### src/rtl/core/ipv4_dotted_text_validator_top_assert.svh
// ----------------------------------------------------------------------------
// IPv4 dotted text validator assertion macros
// Assertion helpers used by the validator top module.
// ----------------------------------------------------------------------------
`ifndef IPV4_DOTTED_TEXT_VALIDATOR_TOP_ASSERT_SVH
`define IPV4_DOTTED_TEXT_VALIDATOR_TOP_ASSERT_SVH

// Same-cycle implication, checked out of reset.
`define IPV4V_ASSERT_IMP(lbl, clk, rst_n, ante, cons) \
    lbl: assert property (@(posedge clk) disable iff (!rst_n) (ante) |-> (cons)) \
        else $error("ipv4v assertion failed");

// Next-cycle implication, checked out of reset.
`define IPV4V_ASSERT_NXT(lbl, clk, rst_n, ante, cons) \
    lbl: assert property (@(posedge clk) disable iff (!rst_n) (ante) |=> (cons)) \
        else $error("ipv4v assertion failed");

`endif

### src/rtl/core/ipv4v_pkg.sv
// ----------------------------------------------------------------------------
// IPv4 dotted text validator package
// Character codes, limits and the per-text scan state.
// ----------------------------------------------------------------------------
package ipv4v_pkg;

    localparam logic [7:0] CH_ZERO = 8'h30;  // '0'
    localparam logic [7:0] CH_NINE = 8'h39;  // '9'
    localparam logic [7:0] CH_TWO  = 8'h32;  // '2'
    localparam logic [7:0] CH_FIVE = 8'h35;  // '5'
    localparam logic [7:0] CH_DOT  = 8'h2E;  // '.'

    localparam logic [4:0] LEN_MIN = 5'd7;
    localparam logic [4:0] LEN_MAX = 5'd15;
    localparam logic [4:0] LEN_SAT = 5'd16;
    localparam logic [2:0] DOT_REQ = 3'd3;
    localparam logic [2:0] DOT_SAT = 3'd4;
    localparam logic [2:0] DIG_MAX = 3'd3;
    localparam logic [2:0] DIG_SAT = 3'd7;
    localparam logic [8:0] SEG_MAX = 9'd255;
    localparam logic [8:0] SEG_SAT = 9'd256;

    typedef enum logic [1:0] {
        PFX_NONE = 2'd0,
        PFX_2    = 2'd1,
        PFX_25   = 2'd2,
        PFX_255  = 2'd3
    } t_prefix;

    typedef struct packed {
        logic [4:0] length_count;
        logic [2:0] dot_count;
        logic [2:0] segment_digits;
        logic [8:0] segment_value;
        t_prefix    prefix_match;
        logic       failed;
    } t_state;

    localparam t_state STATE_CLEAR = '{
        length_count:   5'd0,
        dot_count:      3'd0,
        segment_digits: 3'd0,
        segment_value:  9'd0,
        prefix_match:   PFX_NONE,
        failed:         1'b0
    };

endpackage

### src/rtl/core/ipv4v_step.sv
// ----------------------------------------------------------------------------
// IPv4 dotted text validator step logic
// Next scan state and verdict for one character, purely combinational.
// ----------------------------------------------------------------------------
module ipv4v_step (
    input  ipv4v_pkg::t_state i_state,
    input  logic [7:0]        i_symbol,
    output ipv4v_pkg::t_state o_state,
    output logic              o_ok
);

    logic        is_digit;
    logic        is_dot;
    logic        pos0;
    logic        pos1;
    logic        pos2;
    logic [3:0]  digit;
    logic [11:0] seg_acc;
    logic [2:0]  dots_inc;

    assign is_digit = (i_symbol >= ipv4v_pkg::CH_ZERO) && (i_symbol <= ipv4v_pkg::CH_NINE);
    assign is_dot   = (i_symbol == ipv4v_pkg::CH_DOT);
    assign pos0     = (i_state.length_count == 5'd0);
    assign pos1     = (i_state.length_count == 5'd1);
    assign pos2     = (i_state.length_count == 5'd2);
    assign digit    = 4'(i_symbol - ipv4v_pkg::CH_ZERO);
    // value * 10 + digit; value is at most 256 so 12 bits suffice
    assign seg_acc  = {i_state.segment_value, 3'b000} + {2'b00, i_state.segment_value, 1'b0}
                    + {8'd0, digit};
    assign dots_inc = (i_state.dot_count < ipv4v_pkg::DOT_SAT) ?
                      i_state.dot_count + 3'd1 : i_state.dot_count;

    always_comb begin
        o_state = i_state;

        if (pos0 && ((i_symbol == ipv4v_pkg::CH_ZERO) || is_dot)) begin
            o_state.failed = 1'b1;
        end

        // leading "255" rejects the text
        if (pos0) begin
            o_state.prefix_match = (i_symbol == ipv4v_pkg::CH_TWO) ?
                                   ipv4v_pkg::PFX_2 : ipv4v_pkg::PFX_NONE;
        end else if (pos1) begin
            o_state.prefix_match = ((i_state.prefix_match == ipv4v_pkg::PFX_2) &&
                                    (i_symbol == ipv4v_pkg::CH_FIVE)) ?
                                   ipv4v_pkg::PFX_25 : ipv4v_pkg::PFX_NONE;
        end else if (pos2) begin
            if ((i_state.prefix_match == ipv4v_pkg::PFX_25) &&
                (i_symbol == ipv4v_pkg::CH_FIVE)) begin
                o_state.prefix_match = ipv4v_pkg::PFX_255;
                o_state.failed       = 1'b1;
            end else begin
                o_state.prefix_match = ipv4v_pkg::PFX_NONE;
            end
        end

        if (is_digit) begin
            o_state.segment_value = (seg_acc > 12'(ipv4v_pkg::SEG_SAT)) ?
                                    ipv4v_pkg::SEG_SAT : seg_acc[8:0];
            if (i_state.segment_digits < ipv4v_pkg::DIG_SAT) begin
                o_state.segment_digits = i_state.segment_digits + 3'd1;
            end
        end else if (is_dot) begin
            o_state.dot_count = dots_inc;
            if ((dots_inc > ipv4v_pkg::DOT_REQ) ||
                (i_state.segment_digits > ipv4v_pkg::DIG_MAX) ||
                (i_state.segment_value > ipv4v_pkg::SEG_MAX)) begin
                o_state.failed = 1'b1;
            end
            o_state.segment_value  = 9'd0;
            o_state.segment_digits = 3'd0;
        end else begin
            o_state.failed = 1'b1;
        end

        if (i_state.length_count < ipv4v_pkg::LEN_SAT) begin
            o_state.length_count = i_state.length_count + 5'd1;
        end
    end

    assign o_ok = !o_state.failed
               && (o_state.length_count >= ipv4v_pkg::LEN_MIN)
               && (o_state.length_count <= ipv4v_pkg::LEN_MAX)
               && !is_dot
               && (o_state.dot_count == ipv4v_pkg::DOT_REQ)
               && (o_state.segment_value <= ipv4v_pkg::SEG_MAX);

endmodule

### src/rtl/core/ipv4_dotted_text_validator_top.sv
// ----------------------------------------------------------------------------
// IPv4 dotted text validator
// Checks a character stream for a well-formed dotted IPv4 address.
// ----------------------------------------------------------------------------
// Input channel: one character per transaction (i_symbol), with i_final_req
// set on the last character of a text. Output channel: one transaction per
// text carrying o_valid_res, 1 when the text is an accepted address.
// Every character is scanned in the cycle it is accepted; the scan state is
// one small register set updated by the step logic, so one character per
// clock is sustained unless a final character is held off. The verdict is
// registered on the output in the cycle after the final character is accepted.
// Characters that are not final are taken even while a verdict waits on a
// stalled output; a final character is held off until the output register
// is free or is being drained in the same cycle.
// Scan state clears after every final character. Reset (i_rst_n low,
// synchronous) clears the scan state and drops o_res_valid.
// ----------------------------------------------------------------------------
`include "ipv4_dotted_text_validator_top_assert.svh"

module ipv4_dotted_text_validator_top (
    input  logic       i_clk,
    input  logic       i_rst_n,
    input  logic       i_in_valid,
    output logic       o_in_ready,
    input  logic [7:0] i_symbol,
    input  logic       i_final_req,
    output logic       o_res_valid,
    input  logic       i_res_ready,
    output logic       o_valid_res
);

    ipv4v_pkg::t_state r_state;
    ipv4v_pkg::t_state n_state;
    ipv4v_pkg::t_state step_state;
    logic              step_ok;
    logic              r_res_valid;
    logic              n_res_valid;
    logic              r_valid_res;
    logic              n_valid_res;
    logic              in_acc;

    ipv4v_step u_step (
        .i_state  (r_state),
        .i_symbol (i_symbol),
        .o_state  (step_state),
        .o_ok     (step_ok)
    );

    assign o_in_ready = !r_res_valid || i_res_ready || !i_final_req;
    assign in_acc     = i_in_valid && o_in_ready;

    always_comb begin
        n_state     = r_state;
        n_res_valid = r_res_valid;
        n_valid_res = r_valid_res;
        if (r_res_valid && i_res_ready) begin
            n_res_valid = 1'b0;
        end
        if (in_acc) begin
            if (i_final_req) begin
                n_state     = ipv4v_pkg::STATE_CLEAR;
                n_res_valid = 1'b1;
                n_valid_res = step_ok;
            end else begin
                n_state = step_state;
            end
        end
    end

    always_ff @(posedge i_clk) begin
        if (!i_rst_n) begin
            r_state     <= ipv4v_pkg::STATE_CLEAR;
            r_res_valid <= 1'b0;
        end else begin
            r_state     <= n_state;
            r_res_valid <= n_res_valid;
        end
    end

    always_ff @(posedge i_clk) begin
        r_valid_res <= n_valid_res;
    end

    assign o_res_valid = r_res_valid;
    assign o_valid_res = r_valid_res;

    // a final character always yields a verdict next cycle
    `IPV4V_ASSERT_NXT(a_final_gives_res, i_clk, i_rst_n, in_acc && i_final_req, r_res_valid)
    // scan state is clean after a final character
    `IPV4V_ASSERT_NXT(a_final_clears, i_clk, i_rst_n, in_acc && i_final_req,
                      r_state.length_count == 5'd0 && !r_state.failed)
    // a waiting verdict is never overwritten
    `IPV4V_ASSERT_IMP(a_no_overwrite, i_clk, i_rst_n, r_res_valid && !i_res_ready,
                      !(in_acc && i_final_req))
    // counters stay within their saturation limits
    `IPV4V_ASSERT_IMP(a_sat_limits, i_clk, i_rst_n, 1'b1,
                      r_state.length_count <= ipv4v_pkg::LEN_SAT &&
                      r_state.dot_count <= ipv4v_pkg::DOT_SAT &&
                      r_state.segment_value <= ipv4v_pkg::SEG_SAT)

endmodule
### config.mk
export PLATFORM = sky130hd
export DESIGN_NAME = ipv4_dotted_text_validator_top
export DESIGN_NICKNAME = d
export VERILOG_FILES = /design/src/rtl/core/ipv4v_pkg.sv /design/src/rtl/core/ipv4v_step.sv /design/src/rtl/core/ipv4_dotted_text_validator_top.sv
export VERILOG_INCLUDE_DIRS = /design/src /design/src/rtl/core
export SDC_FILE = /design/constraint.sdc
export NUM_CORES = 1
export LEC_CHECK = 0
export BUFFER_PORTS_ARGS = -buffer_cell sky130_fd_sc_hd__buf_2
export CAP_MARGIN = 20
export CELL_PAD_IN_SITES_DETAIL_PLACEMENT = 2
export CELL_PAD_IN_SITES_GLOBAL_PLACEMENT = 2
export CORE_ASPECT_RATIO = 0.7
export CORE_MARGIN = 5
export CORE_UTILIZATION = 36
export DETAILED_ROUTE_END_ITERATION = 12
export PLACE_DENSITY_LB_ADDON = 0.1
export SLEW_MARGIN = 20
export SYNTH_ARGS = -nofsm -noshare
export SYNTH_HDL_FRONTEND = slang
export SYNTH_SLANG_ARGS = --single-unit
### constraint.sdc
create_clock -name i_clk -period 3.9 [get_ports i_clk]
set_input_delay 1.17 -clock i_clk [delete_from_list [all_inputs] [get_ports i_clk]]
set_output_delay 1.17 -clock i_clk [all_outputs]
set_load 0.01 [all_outputs]
==> impl_metrics.py, run 1 <==
metrics = {
    "global_route": {
        "grt.overflow.total": 0,
        "antenna_found_initial": 0,
        "first_global_vias": 2092,
        "grt_max_degree": 16,
        "grtUsageTotal_pct": 18.7,
        "grt_pass1_wl_mm": 10.8,
    },
    "routing": {
        "wirelength_mm": 6.41,
        "viasPerCell": 5.76,
        "drc": 0,
        "wire_per_inst_um": 19.0,
        "vias": 1941,
        "first_pass_iters": 4,
        "drt_iter0_drc": 74,
        "ant_nets": 0,
    },
    "synthesis": {
        "yosys_register_bits": 25,
        "ys.flop_type": "dfxtp_1",
        "yosys.area.top_type": "dfxtp_1",
        "yosys-top-cells-area": "dfxtp_1, ha_1, a21oi_1",
        "synth_edf_count": 1,
        "synth_seq_area_share_pct": 25.7,
        "netlist_area_mm2": 0.00199,
        "yosysWarnings": 0,
        "syn_nets": 285,
        "synth_top_cell_area_share_pct": 24.2,
        "avgSynthCellArea_um2": 8.09,
        "ys_types": 52,
        "async_flop_share_pct": 0,
        "postSynthCellCount": 246,
    },
    "critical_path": {
        "critPathMostFrequentCell": "fa_1",
        "crit_type": "in -> reg",
        "startpoint_type": "primary input",
        "path_cells": "buf_2 > fa_1 > inv_1 > fa_1 > xnor2_1 > or4_1 > nor4_1 > buf_4 > o211ai_1 > a211oi_2",
        "path_max_fanout": 4,
        "slowest_delay_ps": 580,
        "end_kind": "register",
        "cp.required_ps": 4090,
        "cp_slowest_cell": "fa_1",
        "crit_arrival_ps": 3930,
    },
    "clock_network": {
        "hold_buffers": 0,
        "post_cts_buffers": 0,
        "numCtsBuffers": 3,
        "htree_levels": 1,
        "cts-root-buf": "clkbuf_8",
        "clkTransAtPathRegs_ps": 100,
        "cts.sink_count": 25,
        "cts_buffer_depth": 2,
        "cts_tree": "yes",
        "insertion_delay_ps": 280,
    },
    "layout": {
        "fin_nets": 305,
        "antenna_cells": 0,
        "area_growth_pct": 11.6,
        "post-route-util_pct": 41.8,
        "multi_input_area_mm2": 0.00141,
        "fillers": 628,
        "seq_area_um2": 510,
        "fin_area_mm2": 0.00222,
        "layout-drive-gt1-share_pct": 12.5,
        "final_cell_mix": "a21oi_1, nor2_1, ha_1, dfxtp_1, nand2_1",
        "final_common_cell": "a21oi_1",
    },
    "sta": {
        "max_freq_ghz": 0.268,
        "hold_viol_final": 0,
        "period_minus_slack_ps": 3730,
        "max_slew_margin_pct": 64.2,
        "slew_violations": 0,
        "setup_violations": 0,
        "tightest_slew_ps": 535,
        "rsz0062_at_grt": "no",
        "fin_crit_sh_pct": 95.7,
        "finalClockSkew_ps": 12.4,
    },
    "floorplanning": {
        "io_pins": 16,
        "core_mm2": 0.00531,
        "die_w_um": 98.9,
        "start_util_pct": 37.4,
        "rows": 22,
        "die_y_um": 72.2,
        "dieArea_mm2": 0.00714,
    },
    "status": {
        "status": "complete, no violations",
    },
    "worst_hold_path": {
        "hp-class": "reg -> reg",
    },
    "power_and_ir_drop": {
        "power_density_mw_per_mm2": 220,
        "p_leak_nw": 0.973,
        "ir_drop_v": 0.000119,
    },
    "place": {
        "port_buffers": 15,
        "placed_area_mm2": 0.00217,
        "globalplace.congestion": 0.769,
        "dp_hpwl_mm": 5.16,
    },
    "job": {
        "maxCapViolations": 0,
    },
}
## path summary, 6_finish.rpt
check                end   startpoint  slack, ps  depth (start not counted)
min reg2reg  o_res_valid  o_res_valid        520                          2
max reg2reg   r_state[3]   r_state[3]        830                          9
min          o_res_valid  o_res_valid        520                          2
max           r_state[3]  i_symbol[3]        170                         10
## worst max-delay path, delay by kind of cell
family / cells / cell delay [ps]
buffers and inverters: 3 / 380
xor gates and xnor gates: 1 / 200
AOI/OAI and AO/OA: 2 / 390
adders and majority gates: 2 / 1040
and+or+nand+nor: 2 / 750
## cells in the mapped netlist (all sizes together), types with 5 or more instances
cell type and instances:
nand2b 7, nor3 8, dfxtp 24, inv 11
a21oi 30, nand3 8, nand2 17, and3 6
nor2 26, o21ai 12, ha 24, clkbuf 5
nor4 5
## layout make-up
cell class                 instances  area share, %
sequential                        25           23.0
timing repair buffer              21           5.41
inverter                          11           1.86
tap                               72           4.06
multi-input combinational        204           63.7
clock buffer                       4           2.03
## power breakdown
part	internal (mW)	leakage, nW	switching [mW]
Clock	0.0733	0.0228	0.0874
Sequential	0.259	0.204	0.00288
Combinational	0.0230	0.747	0.0432
Total	0.356	0.973	0.133
## per-stage QoR
stage	hold WS, ps	power (mW)	setup WS, ps	std cells	setup TNS, ps
5_1_grt	553	0.514	5.85	337	0
3_3_place_gp	472	0.332	44.1	333	0
3_5_place_dp	494	0.334	-213	333	-646
6_report	519	0.489	166	337	0
4_1_cts	522	0.497	77.2	337	0
2_1_floorplan	461	0.304	290	246	0
## per-layer routing
layer	vias up	global-route usage, %	wire length, um	share of wire, %
li1	961	-	-	-
met1	961	28.2	3540	55
met2	17	29.1	2720	42
met3	2	2.98	131	2.0
met4	0	1.67	19	0.30
met5	-	0	0	0
## state kept, by name (all words and copies together), names as in the netlist
name and count:
o_res_valid 1, r_state 23, o_valid_res 1
## cells by family after synthesis
family,after synthesis,share of synthesized area [%]
xor+xnor,7,3.08
compound gates,74,24.8
buf+inv,17,3.40
simple gates,95,24.9
mux,2,1.01
fa+ha+maj,26,17.1
flops,25,25.7
## what timing repair did
item                                   4_1_cts  5_1_grt
resized for setup                            0        2
setup endpoints to repair                    0        4
endpoints found under the hold margin        0        0
Power figures use the tool's default switching activity.
==> run 2: changes to the inputs <==
--- a/config.mk
+++ b/config.mk
@@ -12,9 +12,9 @@
 export CELL_PAD_IN_SITES_GLOBAL_PLACEMENT = 2
 export CORE_ASPECT_RATIO = 0.7
 export CORE_MARGIN = 5
-export CORE_UTILIZATION = 36
+export CORE_UTILIZATION = 39
 export DETAILED_ROUTE_END_ITERATION = 12
-export PLACE_DENSITY_LB_ADDON = 0.1
+export PLACE_DENSITY_LB_ADDON = 0.3
 export SLEW_MARGIN = 20
 export SYNTH_ARGS = -nofsm -noshare
 export SYNTH_HDL_FRONTEND = slang
==> constraint.sdc (replaced) <==
create_clock -name i_clk -period 4.34 [get_ports i_clk]
set_input_delay 1.302 -clock i_clk [delete_from_list [all_inputs] [get_ports i_clk]]
set_output_delay 1.302 -clock i_clk [all_outputs]
set_load 0.01 [all_outputs]
==> impl_metrics.py, run 2 (synthesis results as in run 1) <==
metrics = {
    "floorplanning": {
        "die_y_um": 69.8,
        "dieArea_mm2": 0.00665,
        "core_mm2": 0.00486,
        "die_w_um": 95.4,
        "rows": 21,
        "start_util_pct": 40.9,
        "io_pins": 16,
    },
    "routing": {
        "first_pass_iters": 4,
        "vias": 1954,
        "drt_iter0_drc": 102,
        "wirelength_mm": 6.66,
        "wire_per_inst_um": 20.2,
        "viasPerCell": 5.92,
        "drc": 0,
        "ant_nets": 0,
    },
    "sta": {
        "fin_crit_sh_pct": 87.6,
        "setup_violations": 0,
        "period_minus_slack_ps": 3800,
        "hold_viol_final": 0,
        "max_freq_ghz": 0.263,
        "finalClockSkew_ps": 10.3,
        "slew_violations": 0,
        "rsz0062_at_grt": "no",
        "tightest_slew_ps": 1120,
        "totalNegativeSetupSlack_ps": 0,
        "max_slew_margin_pct": 24.9,
    },
    "place": {
        "dp_hpwl_mm": 5.16,
        "placed_area_mm2": 0.00214,
        "globalplace.congestion": 0.752,
        "port_buffers": 15,
    },
    "clock_network": {
        "post_cts_buffers": 0,
        "clkTransAtPathRegs_ps": 90,
        "numCtsBuffers": 3,
        "cts.repair.resized": 0,
        "cts_tree": "yes",
        "cts-root-buf": "clkbuf_8",
        "htree_levels": 1,
        "hold_buffers": 0,
        "cts.sink_count": 25,
        "cts_buffer_depth": 2,
        "insertion_delay_ps": 280,
    },
    "layout": {
        "largest_reg_flops": 23,
        "layout-drive-gt1-share_pct": 11.1,
        "area_growth_pct": 10.0,
        "fin_area_mm2": 0.00219,
        "top_register": "r_state",
        "final_common_cell": "a21oi_1",
        "fin_nets": 301,
        "antenna_cells": 0,
        "final_cell_mix": "a21oi_1, nor2_1, ha_1, dfxtp_1, nand2_1",
    },
    "critical_path": {
        "cp.required_ps": 4530,
        "end_kind": "register",
        "startpoint_type": "primary input",
        "crit_arrival_ps": 4000,
        "crit_type": "in -> reg",
        "path_max_fanout": 6,
    },
    "status": {
        "status": "complete, no violations",
    },
    "global_route": {
        "grt_max_degree": 23,
        "grtUsageTotal_pct": 21.2,
        "first_global_vias": 2093,
        "grt.overflow.total": 0,
        "grt_pass1_wl_mm": 11.1,
        "antenna_found_initial": 0,
    },
    "power_and_ir_drop": {
        "pwr-share-clk_pct": 33.4,
        "swShare_pct": 27.9,
        "p_leak_nw": 0.953,
        "seqPwrFrac_pct": 53.5,
        "ir_drop_v": 0.000123,
        "power_density_mw_per_mm2": 201,
        "p_sw_uw": 123,
        "p_int_uw": 317,
        "combPwrFrac_pct": 13.1,
    },
    "job": {
        "maxCapViolations": 0,
    },
    "worst_hold_path": {
        "hp-class": "reg -> reg",
    },
}
run 2: cell count changes in the layout (fill, tap and decap cells not counted), sizes merged:
cell      previous run  this run
buf                 21        17
clkbuf               4         3
clkinvlp             0         1
run 2: worst max-delay path: stages:
cell and delay, ps:
buf_2 120, fa_1 570, inv_1 80, fa_1 450, and2b_1 230, o22a_1 190, a311oi_2 120, xor2_1 180
and4_1 340, o211ai_1 150, a211oi_2 250
run 2: per-stage QoR:
step                      std cells  power (mW)  utilization (%)  worst slack, ps  hold slack, ps
after CTS                       330       0.444             45.0              522             511
after detailed placement        326       0.297             44.0              246             495
after floorplan                 246       0.273                -              598             461
after global placement          326       0.295             44.0              316             480
after global routing            330       0.460             45.0              372             546
final                           330       0.440             45.0              536             516
run 2: worst paths after layout:
check,slack [ps],depth (start not counted),start,endpoint
max,540,11,i_symbol[3],r_state[5]
min,520,2,r_state[1],r_state[1]
max reg2reg,1250,9,r_state[3],r_state[8]
min reg2reg,520,2,r_state[1],r_state[1]
run 2: power groups by stage:
| stage | Clock [mW] | Combinational (mW) | Sequential [mW] |
|---|---|---|---|
| after CTS | 0.151 | 0.0579 | 0.236 |
| final | 0.147 | 0.0578 | 0.236 |
| after floorplan | 0 | 0.0330 | 0.240 |
| after global routing | 0.160 | 0.0642 | 0.236 |
| after global placement | 0 | 0.0544 | 0.241 |
| after detailed placement | 0 | 0.0566 | 0.241 |
run 2: routing by layer:
layer / share of wire, % / vias to the layer above / global-route usage (%) / wire, um
li1: - / 953 / - / -
met1: 52 / 974 / 32.2 / 3480
met2: 44 / 23 / 31.6 / 2900
met3: 3.7 / 4 / 4.34 / 249
met4: 0.36 / 0 / 1.92 / 24
met5: 0 / - / 0 / 0
run 2: area by class of cell:
type | instances | area, um2
timing repair buffer | 17 | 90.1
sequential | 25 | 510
fill | 569 | 2670
clock buffer | 3 | 41.3
clock inverter | 1 | 7.51
inverter | 11 | 41.3
multi-input combinational | 204 | 1410
tap | 69 | 86.3
==> run 3: changes to the inputs <==
--- a/config.mk
+++ b/config.mk
@@ -6,13 +6,14 @@
 export SDC_FILE = /design/constraint.sdc
 export NUM_CORES = 1
 export LEC_CHECK = 0
+export ABC_AREA = 1
 export BUFFER_PORTS_ARGS = -buffer_cell sky130_fd_sc_hd__buf_2
 export CAP_MARGIN = 20
 export CELL_PAD_IN_SITES_DETAIL_PLACEMENT = 2
 export CELL_PAD_IN_SITES_GLOBAL_PLACEMENT = 2
 export CORE_ASPECT_RATIO = 0.7
-export CORE_MARGIN = 5
-export CORE_UTILIZATION = 39
+export CORE_MARGIN = 10
+export CORE_UTILIZATION = 37
 export DETAILED_ROUTE_END_ITERATION = 12
 export PLACE_DENSITY_LB_ADDON = 0.3
 export SLEW_MARGIN = 20
==> impl_metrics.py, run 3 <==
metrics = {
    "power_and_ir_drop": {
        "p_leak_nw": 1.17,
        "ir_drop_v": 0.000156,
        "power_density_mw_per_mm2": 175,
    },
    "worst_hold_path": {
        "min_to": "r_state[1]",
        "holdPathStages": 2,
        "hold_start": "r_state[1]",
        "hp-class": "reg -> reg",
    },
    "layout": {
        "final_common_cell": "nand2_1",
        "layout-drive-gt1-share_pct": 17.4,
        "antenna_cells": 0,
        "post-route-util_pct": 41.3,
        "area_growth_pct": 9.14,
        "final_cell_mix": "nand2_1, inv_1, nor2_1, ha_1, dfxtp_1",
        "largest_reg_flops": 23,
        "fillers": 784,
        "top_register": "r_state",
        "fin_nets": 407,
    },
    "critical_path": {
        "r2r-start": "r_state[3]",
        "slowest_delay_ps": 570,
        "reg2reg_to": "o_valid_res",
        "cp_slowest_cell": "fa_1",
        "critPathMostFrequentCell": "nand2_2",
        "reg2reg_slack_ps": 1560,
        "reg2reg_depth": 16,
        "startpoint_type": "primary input",
        "path_max_fanout": 3,
        "crit_arrival_ps": 3580,
        "cp.required_ps": 4380,
        "crit_type": "in -> reg",
        "path_cells": "buf_2 > fa_1 > inv_1 > fa_1 > nand3b_1 > nand2_2 > nand2_1 > nand2_1 > nand2_1 > nand2_2 > inv_2 > nand2_1 > inv_1 > nand2_2 > nand2_2 > nand2_2 > nor3_2",
        "end_kind": "register",
        "crit_start": "i_symbol[3]",
    },
    "place": {
        "globalplace.congestion": 0.794,
        "port_buffers": 15,
        "dp_hpwl_mm": 6.32,
    },
    "floorplanning": {
        "core_mm2": 0.00616,
        "io_pins": 16,
        "rows": 24,
        "dieArea_mm2": 0.00992,
        "start_util_pct": 37.8,
        "die_y_um": 86.4,
        "die_w_um": 115,
    },
    "synthesis": {
        "avgSynthCellArea_um2": 6.63,
        "synth_common_cells": "nand2_1, inv_1, nor2_1",
        "synth_edf_count": 1,
        "synth_top_cell_area_share_pct": 20.6,
        "ys.flop_type": "dfxtp_1",
        "yosys.area.top_type": "dfxtp_1",
        "netlist_area_mm2": 0.00233,
        "postSynthCellCount": 351,
        "yosysWarnings": 0,
        "ys_types": 38,
        "synth_seq_area_share_pct": 21.9,
        "syn_nets": 390,
        "yosys-top-cells-area": "dfxtp_1, nand2_1, ha_1",
        "async_flop_share_pct": 0,
        "yosys_register_bits": 25,
        "yosysMostFrequentCell": "nand2_1",
    },
    "global_route": {
        "grt_max_degree": 22,
        "grtUsageTotal_pct": 16.0,
        "first_global_vias": 2477,
        "antenna_found_initial": 0,
        "grt_pass1_wl_mm": 13.0,
        "grt.overflow.total": 0,
    },
    "routing": {
        "drt_iter0_drc": 182,
        "vias": 2367,
        "ant_nets": 0,
        "viasPerCell": 5.32,
        "wirelength_mm": 7.81,
        "first_pass_iters": 4,
        "drc": 0,
        "wire_per_inst_um": 17.5,
    },
    "sta": {
        "slew_violations": 0,
        "hold_viol_final": 0,
        "max_slew_margin_pct": 37.5,
        "totalNegativeSetupSlack_ps": 0,
        "setup_violations": 0,
        "rsz0062_at_grt": "no",
        "tightest_slew_ps": 936,
        "max_freq_ghz": 0.282,
        "period_minus_slack_ps": 3550,
        "finalClockSkew_ps": 5.36,
        "fin_crit_sh_pct": 81.7,
    },
    "clock_network": {
        "insertion_delay_ps": 280,
        "cts-root-buf": "clkbuf_8",
        "cts_tree": "yes",
        "cts.sink_count": 25,
        "hold_buffers": 0,
        "cts.repair.resized": 0,
        "post_cts_buffers": 0,
        "htree_levels": 1,
        "cts_buffer_depth": 2,
        "clkTransAtPathRegs_ps": 100,
        "numCtsBuffers": 3,
    },
    "status": {
        "status": "complete, no violations",
    },
    "job": {
        "maxCapViolations": 0,
    },
}
[run 3: power breakdown]
part           internal (mW)  switching [mW]
logic                 0.0177          0.0424
clock network         0.0646          0.0828
registers              0.234         0.00289
total                  0.316           0.128
[run 3: area by class of cell]
type	instances	area, um2	share of cell area, %
clock buffers	3	41.3	1.62
clock inverters	1	5.00	0.197
inverters	50	188	7.39
multi-input cells	271	1610	63.3
flip-flops and latches	25	510	20.1
well taps	78	97.6	3.84
repair buffers	17	90.1	3.55
[run 3: worst max path at each step]
stage | to | slack [ps] | cells past startpoint
detailed placement | r_state[8] | 560 | 14
global placement | o_valid_res | 660 | 17
CTS | o_valid_res | 800 | 17
global route | o_valid_res | 650 | 17
floorplan | o_valid_res | 900 | 13
finish | o_valid_res | 790 | 17
[run 3: stage by stage]
step | setup slack [ps] | hold WS (ps) | total power [mW] | cells | instance area [um2]
4_1_cts | 801 | 486 | 0.453 | 445 | 2540
5_1_grt | 650 | 503 | 0.466 | 445 | 2540
3_5_place_dp | 564 | 471 | 0.302 | 441 | 2490
3_3_place_gp | 665 | 456 | 0.298 | 441 | 2490
2_1_floorplan | 903 | 444 | 0.277 | 351 | 2330
6_report | 793 | 479 | 0.444 | 445 | 2540
[run 3: cells by family (layout without fill, tap and decap cells)]
group,count (synthesis),count (layout),synth area share (%)
buf+inv,55,71,8.97
mux,1,1,0.430
xor+xnor,4,4,1.50
flops,25,25,21.9
simple gates,197,197,40.6
fa+ha+maj,26,26,14.6
compound gates,43,43,11.9
[run 3: metal layers]
layer | vias to the layer above | track usage, % | part of all wire, %
met5 | - | 0 | 0
met4 | 0 | 2.13 | 0.32
met3 | 2 | 2.90 | 3.4
met2 | 33 | 24.5 | 44
met1 | 1159 | 23.2 | 53
li1 | 1173 | - | -
[run 3: critical path, delay by kind of cell]
kind	cells	cell delay, ps
fa+ha+maj	2	1010
simple gates	11	990
buf+inv	4	290
